File: src/design/dpsu_pkg.sv
// ----------------------------------------------------------------------------
// dpsu_pkg
// Shared constants, types and helpers of the dynamic priority scheduler.
// ----------------------------------------------------------------------------
package dpsu_pkg;

  // Queue geometry (valid range 2 .. 31).
  localparam int unsigned QUEUE_DEPTH = 16;
  localparam int unsigned ADDR_W      = $clog2(QUEUE_DEPTH);
  localparam int unsigned CNT_W       = $clog2(QUEUE_DEPTH + 1);

  // Request function codes.
  localparam logic FUNC_ADMIT = 1'b0;
  localparam logic FUNC_TICK  = 1'b1;

  // Lowest priority; aging saturates here.
  localparam logic [7:0] PRIO_MIN = 8'h80;

  typedef enum logic [2:0] {
    ST_IDLE,
    ST_HEAD,
    ST_SCAN,
    ST_PLACE,
    ST_EMIT
  } state_e;

  // One ready-queue entry as stored in memory.
  typedef struct packed {
    logic [7:0]  id;
    logic [7:0]  prio;
    logic [15:0] need;
    logic [15:0] used;
  } entry_t;

  localparam int unsigned ENTRY_W = $bits(entry_t);

  // One result item.
  typedef struct packed {
    logic        admitted;
    logic        overflow;
    logic        ran_valid;
    logic [7:0]  ran_id;
    logic [7:0]  ran_priority;
    logic [15:0] ran_elapsed;
    logic        finished;
    logic [4:0]  queue_count;
  } res_t;

  function automatic logic [ADDR_W-1:0] ptr_inc(input logic [ADDR_W-1:0] p);
    return (p == ADDR_W'(QUEUE_DEPTH - 1)) ? '0 : p + 1'b1;
  endfunction

  function automatic logic [ADDR_W-1:0] ptr_dec(input logic [ADDR_W-1:0] p);
    return (p == '0) ? ADDR_W'(QUEUE_DEPTH - 1) : p - 1'b1;
  endfunction

  function automatic logic [4:0] count_to_out(input logic [CNT_W-1:0] c);
    logic [31:0] w;
    w = 32'(c);
    return w[4:0];
  endfunction

endpackage

File: src/design/dpsu_if.sv
// ----------------------------------------------------------------------------
// dpsu_req_if / dpsu_res_if
// Valid/ready channels for scheduler requests and results.
// ----------------------------------------------------------------------------
interface dpsu_req_if;
  logic              valid;
  logic              ready;
  logic              func;
  logic [7:0]        proc_id;
  logic signed [7:0] priority_req;
  logic [15:0]       run_time;

  modport source (output valid, func, proc_id, priority_req, run_time, input ready);
  modport sink   (input valid, func, proc_id, priority_req, run_time, output ready);
endinterface

interface dpsu_res_if;
  logic              valid;
  logic              ready;
  logic              admitted;
  logic              overflow;
  logic              ran_valid;
  logic [7:0]        ran_id;
  logic signed [7:0] ran_priority;
  logic [15:0]       ran_elapsed;
  logic              finished;
  logic [4:0]        queue_count;

  modport source (output valid, admitted, overflow, ran_valid, ran_id, ran_priority,
                  ran_elapsed, finished, queue_count, input ready);
  modport sink   (input valid, admitted, overflow, ran_valid, ran_id, ran_priority,
                  ran_elapsed, finished, queue_count, output ready);
endinterface

File: src/design/dynamic_priority_scheduler_unit.sv
// ----------------------------------------------------------------------------
// dynamic_priority_scheduler_unit
// Priority scheduler with aging over a ready queue held in one memory.
// ----------------------------------------------------------------------------
// Admit: the result follows the shift pass over the queued entries of lower
//   priority (at most QUEUE_DEPTH - 1 of them).
// Tick: no pass on an empty queue or when the head finishes, else a reinsert pass.
// Throughput: one request at a time; the backward shift pass over the
//   single-read, single-write queue memory sets the rate (one entry/cycle).
// Reset: asynchronous, active low; empties the queue at once, no clear pass.
// ----------------------------------------------------------------------------
module dynamic_priority_scheduler_unit (
  input  logic       clk_i,
  input  logic       rst_ni,
  dpsu_req_if.sink   req_i,
  dpsu_res_if.source res_o
);
  import dpsu_pkg::*;

  // Queue memory ports.
  logic                ram_we;
  logic [ADDR_W-1:0]   ram_waddr;
  logic [ENTRY_W-1:0]  ram_wdata;
  logic                ram_re;
  logic [ADDR_W-1:0]   ram_raddr;
  logic [ENTRY_W-1:0]  ram_rdata;

  // Sequencer to output register.
  logic out_free;
  logic emit;
  res_t res;

  // Sequencer: pop the head on a tick, age and reinsert it if unfinished,
  // or insert an admitted request. Entries live in a circular buffer
  // between head and tail; insertion walks backward from the tail,
  // shifting each lower-priority entry one slot toward the tail until the
  // new entry's place is found, so equal priorities keep arrival order.
  dpsu_ctrl u_ctrl (
    .clk_i       (clk_i),
    .rst_ni      (rst_ni),
    .req_i       (req_i),
    .out_free_i  (out_free),
    .emit_o      (emit),
    .res_o       (res),
    .ram_we_o    (ram_we),
    .ram_waddr_o (ram_waddr),
    .ram_wdata_o (ram_wdata),
    .ram_re_o    (ram_re),
    .ram_raddr_o (ram_raddr),
    .ram_rdata_i (ram_rdata)
  );

  // Ready-queue storage. Entries outside head..tail are never read, so the
  // memory needs no clearing after reset.
  dpsu_ram #(
    .Depth (QUEUE_DEPTH),
    .Width (ENTRY_W)
  ) u_ram (
    .clk_i   (clk_i),
    .we_i    (ram_we),
    .waddr_i (ram_waddr),
    .wdata_i (ram_wdata),
    .re_i    (ram_re),
    .raddr_i (ram_raddr),
    .rdata_o (ram_rdata)
  );

  // Hold the finished result until the consumer takes it.
  dpsu_out_reg u_out_reg (
    .clk_i  (clk_i),
    .rst_ni (rst_ni),
    .load_i (emit),
    .data_i (res),
    .free_o (out_free),
    .res_o  (res_o)
  );

endmodule

File: src/design/dpsu_ram.sv
// ----------------------------------------------------------------------------
// dpsu_ram
// Simple dual-port RAM: one write port, one read port, registered read data.
// ----------------------------------------------------------------------------
module dpsu_ram #(
  parameter  int unsigned Depth = 16,
  parameter  int unsigned Width = 48,
  localparam int unsigned AddrW = $clog2(Depth)
) (
  input  logic             clk_i,
  input  logic             we_i,
  input  logic [AddrW-1:0] waddr_i,
  input  logic [Width-1:0] wdata_i,
  input  logic             re_i,
  input  logic [AddrW-1:0] raddr_i,
  output logic [Width-1:0] rdata_o
);

  logic [Width-1:0] mem [Depth];
  logic [Width-1:0] rdata_q;

  always_ff @(posedge clk_i) begin
    if (we_i) begin
      mem[waddr_i] <= wdata_i;
    end
  end

  always_ff @(posedge clk_i) begin
    if (re_i) begin
      rdata_q <= mem[raddr_i];
    end
  end

  assign rdata_o = rdata_q;

endmodule

File: src/design/dpsu_ctrl.sv
// ----------------------------------------------------------------------------
// dpsu_ctrl
// Sequencer of the ready queue: pops the head, runs it, and inserts entries
// by a backward shift pass over the circular buffer in memory.
// ----------------------------------------------------------------------------
module dpsu_ctrl (
  input  logic                   clk_i,
  input  logic                   rst_ni,
  dpsu_req_if.sink               req_i,
  input  logic                   out_free_i,
  output logic                   emit_o,
  output dpsu_pkg::res_t         res_o,
  output logic                   ram_we_o,
  output logic [dpsu_pkg::ADDR_W-1:0]  ram_waddr_o,
  output logic [dpsu_pkg::ENTRY_W-1:0] ram_wdata_o,
  output logic                   ram_re_o,
  output logic [dpsu_pkg::ADDR_W-1:0]  ram_raddr_o,
  input  logic [dpsu_pkg::ENTRY_W-1:0] ram_rdata_i
);
  import dpsu_pkg::*;

  state_e            state_q, state_d;
  logic [ADDR_W-1:0] head_q, head_d;
  logic [ADDR_W-1:0] tail_q, tail_d;
  logic [CNT_W-1:0]  count_q, count_d;
  logic [ADDR_W-1:0] wr_ptr_q, wr_ptr_d;
  logic [CNT_W-1:0]  remain_q, remain_d;
  entry_t            ins_q, ins_d;
  res_t              res_q, res_d;

  entry_t            rd_entry;
  logic [15:0]       used_inc;
  logic [15:0]       need_fix;
  logic              accept;

  assign rd_entry = entry_t'(ram_rdata_i);
  assign used_inc = rd_entry.used + 16'd1;
  assign need_fix = (req_i.run_time == 16'd0) ? 16'd1 : req_i.run_time;
  assign req_i.ready = (state_q == ST_IDLE);
  assign accept = req_i.valid && req_i.ready;

  always_comb begin
    state_d     = state_q;
    head_d      = head_q;
    tail_d      = tail_q;
    count_d     = count_q;
    wr_ptr_d    = wr_ptr_q;
    remain_d    = remain_q;
    ins_d       = ins_q;
    res_d       = res_q;
    emit_o      = 1'b0;
    ram_we_o    = 1'b0;
    ram_waddr_o = wr_ptr_q;
    ram_wdata_o = ENTRY_W'(ins_q);
    ram_re_o    = 1'b0;
    ram_raddr_o = ptr_dec(tail_q);

    case (state_q)
      ST_IDLE: begin
        if (accept) begin
          res_d = '0;
          if (req_i.func == FUNC_ADMIT) begin
            if (count_q == CNT_W'(QUEUE_DEPTH)) begin
              res_d.overflow = 1'b1;
              state_d        = ST_EMIT;
            end else begin
              res_d.admitted = 1'b1;
              ins_d.id   = req_i.proc_id;
              ins_d.prio = req_i.priority_req;
              ins_d.need = need_fix;
              ins_d.used = 16'd0;
              wr_ptr_d   = tail_q;
              remain_d   = count_q;
              tail_d     = ptr_inc(tail_q);
              count_d    = count_q + 1'b1;
              if (count_q == '0) begin
                state_d = ST_PLACE;
              end else begin
                ram_re_o    = 1'b1;
                ram_raddr_o = ptr_dec(tail_q);
                state_d     = ST_SCAN;
              end
            end
          end else begin
            if (count_q == '0) begin
              state_d = ST_EMIT;
            end else begin
              ram_re_o    = 1'b1;
              ram_raddr_o = head_q;
              state_d     = ST_HEAD;
            end
          end
        end
      end

      ST_HEAD: begin
        res_d.ran_valid    = 1'b1;
        res_d.ran_id       = rd_entry.id;
        res_d.ran_priority = rd_entry.prio;
        res_d.ran_elapsed  = used_inc;
        head_d             = ptr_inc(head_q);
        if (used_inc >= rd_entry.need) begin
          res_d.finished = 1'b1;
          count_d        = count_q - 1'b1;
          state_d        = ST_EMIT;
        end else begin
          ins_d.id   = rd_entry.id;
          ins_d.prio = (rd_entry.prio == PRIO_MIN) ? rd_entry.prio
                                                   : rd_entry.prio - 8'd1;
          ins_d.need = rd_entry.need;
          ins_d.used = used_inc;
          wr_ptr_d   = tail_q;
          remain_d   = count_q - 1'b1;
          tail_d     = ptr_inc(tail_q);
          if (count_q == CNT_W'(1)) begin
            state_d = ST_PLACE;
          end else begin
            ram_re_o    = 1'b1;
            ram_raddr_o = ptr_dec(tail_q);
            state_d     = ST_SCAN;
          end
        end
      end

      ST_SCAN: begin
        ram_we_o = 1'b1;
        if ($signed(rd_entry.prio) >= $signed(ins_q.prio)) begin
          state_d = ST_EMIT;
        end else begin
          // Shift the lower-priority entry one place toward the tail.
          ram_wdata_o = ram_rdata_i;
          wr_ptr_d    = ptr_dec(wr_ptr_q);
          remain_d    = remain_q - 1'b1;
          if (remain_q == CNT_W'(1)) begin
            state_d = ST_PLACE;
          end else begin
            ram_re_o    = 1'b1;
            ram_raddr_o = ptr_dec(ptr_dec(wr_ptr_q));
          end
        end
      end

      ST_PLACE: begin
        ram_we_o = 1'b1;
        state_d  = ST_EMIT;
      end

      ST_EMIT: begin
        if (out_free_i) begin
          emit_o  = 1'b1;
          state_d = ST_IDLE;
        end
      end

      default: begin
        state_d = ST_IDLE;
      end
    endcase
  end

  always_comb begin
    res_o             = res_q;
    res_o.queue_count = count_to_out(count_q);
  end

  always_ff @(posedge clk_i or negedge rst_ni) begin
    if (!rst_ni) begin
      state_q <= ST_IDLE;
      head_q  <= '0;
      tail_q  <= '0;
      count_q <= '0;
    end else begin
      state_q <= state_d;
      head_q  <= head_d;
      tail_q  <= tail_d;
      count_q <= count_d;
    end
  end

  always_ff @(posedge clk_i) begin
    wr_ptr_q <= wr_ptr_d;
    remain_q <= remain_d;
    ins_q    <= ins_d;
    res_q    <= res_d;
  end

endmodule

File: src/design/dpsu_out_reg.sv
// ----------------------------------------------------------------------------
// dpsu_out_reg
// Result holding register; parts the sequencer from the result channel.
// ----------------------------------------------------------------------------
module dpsu_out_reg (
  input  logic           clk_i,
  input  logic           rst_ni,
  input  logic           load_i,
  input  dpsu_pkg::res_t data_i,
  output logic           free_o,
  dpsu_res_if.source     res_o
);
  import dpsu_pkg::*;

  logic valid_q, valid_d;
  res_t data_q;

  assign free_o  = !valid_q || res_o.ready;
  assign valid_d = load_i || (valid_q && !res_o.ready);

  always_ff @(posedge clk_i or negedge rst_ni) begin
    if (!rst_ni) begin
      valid_q <= 1'b0;
    end else begin
      valid_q <= valid_d;
    end
  end

  always_ff @(posedge clk_i) begin
    if (load_i) begin
      data_q <= data_i;
    end
  end

  assign res_o.valid        = valid_q;
  assign res_o.admitted     = data_q.admitted;
  assign res_o.overflow     = data_q.overflow;
  assign res_o.ran_valid    = data_q.ran_valid;
  assign res_o.ran_id       = data_q.ran_id;
  assign res_o.ran_priority = $signed(data_q.ran_priority);
  assign res_o.ran_elapsed  = data_q.ran_elapsed;
  assign res_o.finished     = data_q.finished;
  assign res_o.queue_count  = data_q.queue_count;

endmodule

File: src/flat_wrapper.sv
// flat-port wrapper written by rule: the top's interface ports become plain ports
module dynamic_priority_scheduler_unit_flat import dpsu_pkg::*;
  (clk_i, rst_ni, req_i_valid, req_i_func, req_i_proc_id, req_i_priority_req, req_i_run_time, req_i_ready, res_o_valid, res_o_admitted, res_o_overflow, res_o_ran_valid, res_o_ran_id, res_o_ran_priority, res_o_ran_elapsed, res_o_finished, res_o_queue_count, res_o_ready);
  dpsu_req_if req_i_i ();
  dpsu_res_if res_o_i ();
  input  logic clk_i;
  input  logic rst_ni;
  input wire logic [$bits(req_i_i.valid)-1:0] req_i_valid;
  input wire logic [$bits(req_i_i.func)-1:0] req_i_func;
  input wire logic [$bits(req_i_i.proc_id)-1:0] req_i_proc_id;
  input wire logic [$bits(req_i_i.priority_req)-1:0] req_i_priority_req;
  input wire logic [$bits(req_i_i.run_time)-1:0] req_i_run_time;
  output wire logic [$bits(req_i_i.ready)-1:0] req_i_ready;
  output wire logic [$bits(res_o_i.valid)-1:0] res_o_valid;
  output wire logic [$bits(res_o_i.admitted)-1:0] res_o_admitted;
  output wire logic [$bits(res_o_i.overflow)-1:0] res_o_overflow;
  output wire logic [$bits(res_o_i.ran_valid)-1:0] res_o_ran_valid;
  output wire logic [$bits(res_o_i.ran_id)-1:0] res_o_ran_id;
  output wire logic [$bits(res_o_i.ran_priority)-1:0] res_o_ran_priority;
  output wire logic [$bits(res_o_i.ran_elapsed)-1:0] res_o_ran_elapsed;
  output wire logic [$bits(res_o_i.finished)-1:0] res_o_finished;
  output wire logic [$bits(res_o_i.queue_count)-1:0] res_o_queue_count;
  input wire logic [$bits(res_o_i.ready)-1:0] res_o_ready;
  assign req_i_i.valid = req_i_valid;
  assign req_i_i.func = req_i_func;
  assign req_i_i.proc_id = req_i_proc_id;
  assign req_i_i.priority_req = req_i_priority_req;
  assign req_i_i.run_time = req_i_run_time;
  assign req_i_ready = req_i_i.ready;
  assign res_o_valid = res_o_i.valid;
  assign res_o_admitted = res_o_i.admitted;
  assign res_o_overflow = res_o_i.overflow;
  assign res_o_ran_valid = res_o_i.ran_valid;
  assign res_o_ran_id = res_o_i.ran_id;
  assign res_o_ran_priority = res_o_i.ran_priority;
  assign res_o_ran_elapsed = res_o_i.ran_elapsed;
  assign res_o_finished = res_o_i.finished;
  assign res_o_queue_count = res_o_i.queue_count;
  assign res_o_i.ready = res_o_ready;
  dynamic_priority_scheduler_unit u_core (.clk_i(clk_i), .rst_ni(rst_ni), .req_i(req_i_i), .res_o(res_o_i));
endmodule
File: config.mk
export PLATFORM = sky130hd
export DESIGN_NAME = dynamic_priority_scheduler_unit_flat
export DESIGN_NICKNAME = d
export VERILOG_FILES = /design/src/design/dpsu_pkg.sv /design/src/design/dpsu_if.sv /design/src/design/dynamic_priority_scheduler_unit.sv /design/src/design/dpsu_ram.sv /design/src/design/dpsu_ctrl.sv /design/src/design/dpsu_out_reg.sv /design/src/flat_wrapper.sv
export SDC_FILE = /design/constraint.sdc
export NUM_CORES = 1
export LEC_CHECK = 0
export BUFFER_PORTS_ARGS = -buffer_cell sky130_fd_sc_hd__buf_2
export CAP_MARGIN = 20
export CORE_MARGIN = 2
export CORE_UTILIZATION = 60
export CTS_CLUSTER_SIZE = 10
export DETAILED_ROUTE_END_ITERATION = 16
export PLACE_DENSITY = 0.77
export SYNTH_ARGS = -nofsm -noshare
export SYNTH_HDL_FRONTEND = slang
export SYNTH_SLANG_ARGS = --single-unit
File: constraint.sdc
create_clock -name clk_i -period 9.4 [get_ports clk_i]
set_clock_uncertainty 0.1 [all_clocks]
set_input_delay 0.94 -clock clk_i [delete_from_list [all_inputs] [get_ports clk_i]]
set_output_delay 0.94 -clock clk_i [all_outputs]
set_load 0.05 [all_outputs]
# Word level (Yosys, flattened, before mapping)
# Memory sizes are Yosys's and may differ from the RTL's. A register that Yosys moved wholly into a read port is not among the register bits.
# Index checks and enable logic that the tools add are counted.
dict set report word_totals {
  register_bits 151
  latch_bits 0
  ram_bits 768
  romBits 0
  output_inout_bits 43
  word_cells 151
  n_memories 1
}
# memory words width read_ports rd_clocked_by_memory_dff wr line_no
set mem_list {}
lappend mem_list {u_core.u_ram.mem 16 48 1 1 1 dpsu_ram.sv:19} ;# logic [Width-1:0] mem [Depth];
dict set report classes {
  n_addsub 10
  n_mul 0
  div 0
  order_cmp 2
  eq_ne 18
  shift 0
  mux 72
  n_bitwise 0
  n_reduce_logical 22
}
# operator count
set ops {}
lappend ops {{48-bit two-way mux} 6}
lappend ops {{48-bit one-hot mux with 2 select lines} 1}
lappend ops {{4-bit two-way mux} 19}
lappend ops {{34-bit one-hot mux with 2 select lines} 1}
lappend ops {{5-bit two-way mux} 9}
lappend ops {{39-bit two-way mux} 1}
lappend ops {{3-bit two-way mux} 8}
lappend ops {{1-bit two-way mux} 18}
lappend ops {{16-bit by 1-bit adder with 16-bit output (second input constant)} 1}
lappend ops {{16-bit >= comparator} 1}
lappend ops {{16-bit logical NOT} 1}
lappend ops {{16-bit two-way mux} 1}
lappend ops {{4-bit one-hot mux with 2 select lines} 2}
lappend ops {{3-bit one-hot mux with 5 select lines} 1}
lappend ops {{5-bit one-hot mux with 3 select lines} 1}
lappend ops {{4-bit logical NOT} 3}
lappend ops {{4-bit one-hot mux with 3 select lines} 1}
lappend ops {{4-bit by 1-bit subtractor with 4-bit output (second input constant)} 3}
lappend ops {{5-bit by 1-bit == test with 1-bit output (second input constant)} 2}
lappend ops {{2-bit inequality test (second input constant)} 5}
lappend ops {{5-bit one-hot mux with 2 select lines} 1}
lappend ops {{5-bit AND reduction} 2}
lappend ops {{5-bit by 1-bit subtractor with 5-bit output (second input constant)} 2}
lappend ops {{4-bit by 1-bit adder with 4-bit output (second input constant)} 2}
lappend ops {{24 further kinds} 32}

# Depth between registers and ports, before layout
# Gate-level depths: netlist of the first run.
dict set report logic_depth {
  depth_word 7
  mapped_depth 16
}

# Hierarchy
# From an unflattened synthesis of the first run, not the netlist that was laid out.
dict set report unflattened {
  hier_cells 1912
  area_unflattened_um2 38054.0
}
# module instances cells_each area_each_um2 seq_area_each_um2
set modules_own_cells {}
lappend modules_own_cells {dpsu_ram 1 1242 30171.4 24503.5}
lappend modules_own_cells {dpsu_ctrl 1 626 6603.8 3193.1}
lappend modules_own_cells {dpsu_out_reg 1 44 1278.7 1256.2}

# Least setup slack after synthesis of the first run
# Ideal clock, no wire load.
dict set report synth_timing {
  kind {reg-to-reg}
  from {reg u_core.u_ctrl.wr_ptr_q[0], in the netlist u_core.u_ctrl.ram_waddr_o[0]}
  to {mem u_core.u_ram.mem[0][0], enable pin}
  setup_time_ns 0.513
  t_arrival_ns 4.195
  required_ns 8.787
  slack_ns 4.592
  path_stages_with_launch 5
  path_buffers 0
  period_less_slack_ns 4.808
  cell_sequence {edfxtp_1 > inv_1 > ha_1 > nand2_1 > nor3_1}
}
# item line_no
set synth_rtl {}
lappend synth_rtl {{start: declaration} dpsu_ctrl.sv:26} ;# logic [ADDR_W-1:0] wr_ptr_q, wr_ptr_d;
lappend synth_rtl {{start signal: assignment} dpsu_ctrl.sv:181} ;# wr_ptr_q <= wr_ptr_d;
lappend synth_rtl {{end: declaration} dpsu_ram.sv:19}
# No word-level cell before the write port.

# Final worst setup path of the first run
dict set report layout_timing {
  from {reg u_core.u_ram.rdata_q[34], in the netlist u_core.u_ram.rdata_o[34] (read register of u_core.u_ram.mem)}
  to {reg u_core.u_ram.rdata_q[21], in the netlist u_core.u_ram.rdata_o[21] (read register of u_core.u_ram.mem), data pin}
}
dict set report layout_via {
  elab_chain_len 3
  word_cells_on_any_way 5
  cone_classes {order compare: 1; mux: 4}
}
# item line_no
set layout_lines {}
lappend layout_lines {{start: declaration} dpsu_ram.sv:20} ;# logic [Width-1:0] rdata_q;
lappend layout_lines {{8-bit >= comparator (*)} dpsu_ctrl.sv:127} ;# if ($signed(rd_entry.prio) >= $signed(ins_q.prio)) begin
lappend layout_lines {{1-bit two-way mux / 4-bit two-way mux (equally long branches)} dpsu_ctrl.sv:127}
lappend layout_lines {{1-bit one-hot mux with 3 select lines / 4-bit one-hot mux with 2 select lines (equally long branches)} dpsu_ctrl.sv:58} ;# case (state_q)
# Mark *: on every way between the ends. The rest lies on a longest branch, timed or not.
# A chain may end at the register's enable or synchronous reset.

==> results of run 1 <==
-- worst max-delay path, stage by stage (launching register included) --
cell and delay, ns:
edfxtp_1 0.49, ha_1 0.33, a211oi_1 0.21, o21ai_0 0.24
a211oi_1 0.42, buf_4 0.26, o211a_1 0.26, a211o_4 0.59
buf_12 0.55, buf_4 0.73, nand2_1 0.16, nand3_1 0.12
o21ai_0 0.10, o221ai_1 0.21
-- through the flow --
| step | hold slack [ns] | cell area, µm² | cells | utilization |
|---|---|---|---|---|
| after global placement | 0.301 | 40500 | 3820 | 0.627 |
| after detailed placement | 0.308 | 40500 | 3822 | 0.627 |
| after floorplan | 0.300 | 39300 | 3013 | - |
| final | 0.105 | 43400 | 3966 | 0.672 |
| after global routing | 0.130 | 43400 | 3966 | 0.672 |
| after CTS | 0.0950 | 43400 | 3962 | 0.671 |
-- flip-flops by register name (all words and copies together), names as in the netlist --
name / count
u_core.u_ctrl.ram_waddr_o: 4
u_core.u_out_reg.res_o.overflow: 1
u_core.u_out_reg.res_o.ran_elapsed: 16
u_core.u_ctrl.head_q: 4
u_core.u_out_reg.res_o.finished: 1
u_core.u_ctrl.count_q: 5
u_core.u_out_reg.res_o.ran_valid: 1
u_core.u_ram.mem: 768
u_core.u_out_reg.res_o.valid: 1
u_core.u_out_reg.res_o.ran_id: 8
u_core.u_ctrl.tail_q: 4
u_core.u_out_reg.res_o.queue_count: 5
u_core.u_ctrl.remain_q: 5
u_core.u_out_reg.res_o.admitted: 1
u_core.u_ctrl.ins_q: 48
u_core.u_ram.rdata_o: 48
u_core.u_out_reg.res_o.ran_priority: 8
u_core.u_ctrl.state_q: 3
u_core.u_ctrl.res_o: 36
-- layer usage --
metal | GRT usage | vias to the layer above | routed length, µm
met5 | 0 | - | 0
met4 | 0.116 | 0 | 3380
met3 | 0.0439 | 258 | 11700
met2 | 0.450 | 1797 | 45500
met1 | 0.407 | 12200 | 36600
li1 | - | 11000 | -
-- placed cells by master (no fill, tap or decap), types with 7 or more instances in the layout --
| master | n |
|---|---|
| a21o_1 | 16 |
| buf_4 | 42 |
| and2_1 | 15 |
| o221ai_1 | 49 |
| inv_1 | 40 |
| mux2_2 | 43 |
| nand4_1 | 8 |
| ha_1 | 42 |
| a21oi_1 | 218 |
| buf_2 | 81 |
| and3_1 | 18 |
| nand3_1 | 111 |
| edfxtp_1 | 950 |
| o21ai_1 | 12 |
| nor4_2 | 20 |
| clkbuf_1 | 25 |
| clkbuf_16 | 108 |
| nand2b_1 | 8 |
| nor2_4 | 13 |
| xor2_1 | 13 |
| a31oi_1 | 7 |
| nor2_1 | 47 |
| nor4_1 | 33 |
| nand2_1 | 930 |
| o21ai_0 | 124 |
| xnor2_1 | 21 |
| dfrtp_1 | 17 |
| nor3_1 | 9 |
-- final cells by class --
class,count,share of cell area
clock buffers,133,0.0644
multi-input cells,1834,0.220
flip-flops and latches,967,0.667
inverters,42,0.00363
well taps,855,0.0246
repair buffers,128,0.0190
clock inverters,7,0.00167
-- worst paths after layout --
| check | startpoint | slack, ns | to | cells past startpoint |
|---|---|---|---|---|
| max in group asynchronous | rst_ni | 8.78 | u_core.u_ctrl.state_q[1] | 1 |
| min in group clk_i | u_core.u_ctrl.res_o[36] | 0.32 | u_core.u_out_reg.res_o.ran_id[6] | 0 |
| worst max-delay path | u_core.u_ram.rdata_o[34] | 3.74 | u_core.u_ram.rdata_o[21] | 13 |
| worst min-delay path | rst_ni | 0.11 | u_core.u_ctrl.tail_q[2] | 1 |
| worst max register to register | u_core.u_ram.rdata_o[34] | 3.74 | u_core.u_ram.rdata_o[21] | 13 |
| worst min register to register | u_core.u_ctrl.res_o[36] | 0.32 | u_core.u_out_reg.res_o.ran_id[6] | 0 |
-- cells by family (layout without fill, tap and decap cells) --
| logic type | Yosys count | after routing | share of synthesized area |
|---|---|---|---|
| DFF | 967 | 967 | 0.737 |
| buffers and inverters | 212 | 310 | 0.0245 |
| AOI/OAI and AO/OA | 469 | 469 | 0.0698 |
| xor gates and xnor gates | 34 | 34 | 0.00758 |
| adders and majority gates | 42 | 42 | 0.0134 |
| and+or+nand+nor | 1246 | 1246 | 0.135 |
| muxes | 43 | 43 | 0.0123 |
==> out/results.tsv, run 1 <==
stage	metric	value	unit
place	hpwlAfterDp	49300	µm
place	dp_slack	4.10	ns
sta	fin_crit	5.66	ns
synth	yosys_warnings	0	
setup_path	end_kind	flop	
global_routing	overflow	0	
sta	tns	0	ns
sta	finalWorstSetupSlack	3.74	ns
floorplan	dieArea	67500	µm²
routing	wl	97200	µm
routing	dr.pass1.iters	6	
sta	maxSlewHeadroom	-0.135	
routing	vias	25300	
setup_path	path_class	reg2reg	
cts	cts_resized	0	
sta	rsz0062_at_grt	no	
job	cap_violations	0	
cts	cts_hold_buf	0	
floorplan	io_pins	80	
cts	htree_levels	3	
global_routing	antenna_found_initial	1	
outcome	violations	max-slew violations	
cts	cts_root_buffer	clkbuf_16	
global_routing	grt_max_degree	264	
cts	post_cts_buffers	0	
finish	drive_above_1_share	0.111	
routing	drt_iter0_drc	3926	
place	io_buffers	79	
global_routing	grt_first_pass_wirelength	144000	µm
sta	fmax	177	MHz
global_routing	grtUsageTotal	0.286	
setup_path	cp_max_fo	263	
synth	synth_fp_nets	3092	
cts	clock-sinks	967	
synth	synth-edff-count	950	
floorplan	core	64600	µm²
min_path	hp-class	in2async	
finish	nets	3159	
finish	regArea	29000	µm²
sta	setup_viol	0	
synth	synthTopCellsByArea	edfxtp_1, nand2_1, a21oi_1	
routing	drc_errors	0	
synth	synthArstFlopShare	0.0176	
floorplan	initial_core_util	0.608	
cts	cts_tree	done	
setup_path	arrival	6.03	ns
setup_path	start_kind	flop	
synth	synth.most_common_cell	edfxtp_1	
finish	nFillCells	4194	
sta	slew_viol_final	150	
synth	netlist.area_leader.share	0.726	
global_routing	grt_pass1_vias	23800	
sta	hold_violations	0	
floorplan	die_w	260	µm
cts	clk_path_buf_depth	3	
synth	avgSynthCellArea	13.0	µm²
synth	syn_inst	3013	
cts	clk_pin_slew	0.06	ns
routing	wl_per_cell	24.5	µm
synth	yosys-top-cells-count	edfxtp_1, nand2_1, a21oi_1	
cts	insertion_delay	0.68	ns
finish	area_delta_synth_final	10.6	%
synth	ys.flop_type	edfxtp_1	
setup_path	cp.required	9.77	ns
outcome	outcome	finished with violations	
synth	synth_seq_cells	967	
synth	syn_area	39300	µm²
sta	period_share	0.602	
floorplan	num_rows	93	
synth	ys_seq_area_frac	0.737	
place	globalplace.congestion	0.886	
synth	synth_largest_area_cell	edfxtp_1	
synth	synthDistinctLibCells	63	
finish	antenna_cells	0	
cts	cts_buffers	107	
routing	postRouteAntennaNets	0	
finish	multi_input_area	9550	µm²
sta	worst_slew_pin_slew	1.70	ns
floorplan	die_y	260	µm
routing	vias_per_cell	6.37	
Power of run 1 is left out: the tool's default activity adds up to more than one toggle a clock period on the data nets, which glitch-free logic cannot reach.
==> run 2: changes to the inputs <==
==> constraint.sdc (replaced) <==
create_clock -name clk_i -period 5.3 [get_ports clk_i]
set_clock_uncertainty 0.1 [all_clocks]
set_input_delay 0.53 -clock clk_i [delete_from_list [all_inputs] [get_ports clk_i]]
set_output_delay 0.53 -clock clk_i [all_outputs]
set_load 0.05 [all_outputs]
==> run 2 against run 1 <==
  * The run now ends clean
  * Die area unchanged
  * Count of clock-buffer cells in the layout fell by 5
  * Sequential cell count is the same
  * Cell area rose by 0.89%
  * Final cell count up 0.55%
  * First-iteration DRC count down 6.9%
  * Hold slack lost 0.045 ns
  * Worst setup slack worse by 2.9 ns
  * Wire length is 0.65% higher
  * Register-to-register slack worse by 2.9 ns
  * Global-route usage rose by 0.41 points
  * Largest cell class unchanged
==> out/results.tsv, run 2 (synthesized netlist as in run 1, its figures left out) <==
stage	metric	value	unit	change
place	io_buffers	79		unchanged
sta	hold_violations	0		unchanged
routing	drc_errors	0		unchanged
sta	fin_crit	4.50	ns	-1.16 ns
global_routing	overflow	0		unchanged
setup_path	path_class	reg2reg		
sta	setup_viol	0		unchanged
cts	htree_levels	3		unchanged
routing	postRouteAntennaNets	0		unchanged
floorplan	dieArea	67500	µm²	unchanged
cts	insertion_delay	0.68	ns	about the same
job	cap_violations	0		unchanged
floorplan	initial_core_util	0.608		unchanged
sta	slew_viol_final	0		-100%
setup_path	end_kind	flop		
setup_path	cpPeakStageDelay	0.43	ns	-0.30 ns
routing	route.met2.wl	46500	µm	+2.2%
finish	nets	3181		+0.70%
cts	cts_buffers	107		unchanged
floorplan	die_w	260	µm	unchanged
routing	wl	97800	µm	+0.65%
sta	rsz0062_at_grt	no		
setup_path	arrival	4.73	ns	-1.30 ns
setup_path	cp.required	5.53	ns	-4.24 ns
setup_path	slowest_stage	edfxtp_1		
routing	route.top_layer_used	met5		
sta	fmax	222	MHz	+26%
routing	vias	25200		-0.39%
floorplan	num_rows	93		unchanged
finish	largest_reg_flops	768		unchanged
finish	regMostFlops	u_core.u_ram.mem		
global_routing	grt_max_degree	145		-45%
routing	wl_per_cell	24.5	µm	about the same
cts	cts_root_buffer	clkbuf_16		
cts	clk_path_buf_depth	3		unchanged
sta	finalWorstSetupSlack	0.802	ns	-2.94 ns
setup_path	path_cells	nand3_1 > nor2_1 > nand2_1 > nor2_1 > nand2_1 > or2_2 > nor2_1 > xor2_1 > ha_1 > a21o_1 > a21o_1 > a211oi_1 > o21ai_0 > buf_4 > a21o_1 > inv_2 > buf_12		
setup_path	cp_max_fo	40		-85%
place	dp_slack	0.894	ns	-3.21 ns
finish	drive_above_1_share	0.117		+0.00628
routing	wl_met1	36300	µm	-0.74%
finish	area_delta_synth_final	11.5	%	
setup_path	start_kind	flop		
floorplan	die_y	260	µm	unchanged
cts	clock-sinks	967		unchanged
cts	cts_tree	done		
sta	period_share	0.849		+0.247
routing	drt_iter0_drc	3657		-6.9%
global_routing	antenna_found_initial	4		+3
finish	layout_commonest_cell	edfxtp_1		
sta	maxSlewHeadroom	0.277		+0.412
cts	cts_resized	0		unchanged
routing	wl_met3	10800	µm	-7.4%
global_routing	grt_pass1_vias	24600		+3.2%
routing	vias_per_cell	6.31		-0.94%
floorplan	io_pins	80		unchanged
floorplan	core	64600	µm²	unchanged
routing	dr.pass1.iters	8		+2
place	globalplace.congestion	0.949		+7.1%
setup_path	r2r_slack	0.80	ns	-2.94 ns
cts	clk_pin_slew	0.06	ns	about the same
sta	worst_slew_pin_slew	1.08	ns	-0.621 ns
min_path	hp-class	in2reg		
place	hpwlAfterDp	53700	µm	+8.9%
global_routing	grtUsageTotal	0.290		+0.00407
outcome	outcome	complete, no violations		
sta	tns	0	ns	unchanged
cts	post_cts_buffers	0		unchanged
global_routing	grt_first_pass_wirelength	146000	µm	+1.5%
finish	mostFrequentLayoutCells	edfxtp_1, nand2_1, a21oi_1		
run 2: cell count changes in the layout (fill, tap and decap cells not counted), moves of 2 or more:
cell      delta
clkbuf_1     -4
nand2_2      +2
buf_12      +17
or3_2        +2
clkinv_1     +2
nand2_4      -2
or3_4        -2
buf_4        +6
run 2: worst paths after layout:
| path | from | end | depth (start not counted) |
|---|---|---|---|
| worst max register to register | u_core.u_ram.rdata_o[2] | u_core.u_ctrl.ins_q[21] | 17 |
| min in group asynchronous | rst_ni | u_core.u_ctrl.count_q[0] | 2 |
| max in group asynchronous | rst_ni | u_core.u_ctrl.tail_q[0] | 2 |
| worst min register to register | u_core.u_ctrl.res_o[19] | u_core.u_out_reg.res_o.ran_elapsed[13] | 0 |
| worst min-delay path | req_i_proc_id[3] | u_core.u_ctrl.ins_q[43] | 2 |
| worst max-delay path | u_core.u_ram.rdata_o[2] | u_core.u_ctrl.ins_q[21] | 17 |
run 2: layer usage:
metal,vias up,global-route usage
met4,2,0.138
li1,11000,-
met5,-,0
met1,12200,0.387
met2,1587,0.464
met3,284,0.0568
run 2: timing repair:
item	CTS	global route
hold endpoints to repair	17	0
setup endpoints to repair	0	0
hold buffers	1	0
run 2: cell type report:
cell class | count | area, µm²
sequential | 967 | 29000
timing repair buffer | 150 | 1210
inverter | 42 | 158
multi-input combinational | 1834 | 9530
clock inverter | 11 | 130
clock buffer | 128 | 2760
fill | 4189 | 20800
tap | 855 | 1070
antenna | 1 | 2.50
run 2: worst max-delay path, delay by kind of cell, from the launching register on:
| family | cells | cell delay (ns) |
|---|---|---|
| AO/OA/AOI/OAI | 5 | 1.16 |
| AND/OR/NAND/NOR | 7 | 1.13 |
| buffers and inverters | 3 | 0.80 |
| flip-flops | 1 | 0.43 |
| adder cells (fa/ha/maj) | 1 | 0.28 |
| XOR/XNOR | 1 | 0.23 |
run 2: metrics by stage:
stage	cells	hold slack [ns]	utilization	cell area [µm²]
after floorplan	3013	0.134	-	39300
after global placement	3844	0.301	0.633	40800
after detailed placement	3845	0.305	0.633	40900
after CTS	3985	0.0348	0.677	43800
after global routing	3987	0.0531	0.678	43800
final	3988	0.0605	0.678	43800
Power of run 2 is left out for the same reason.
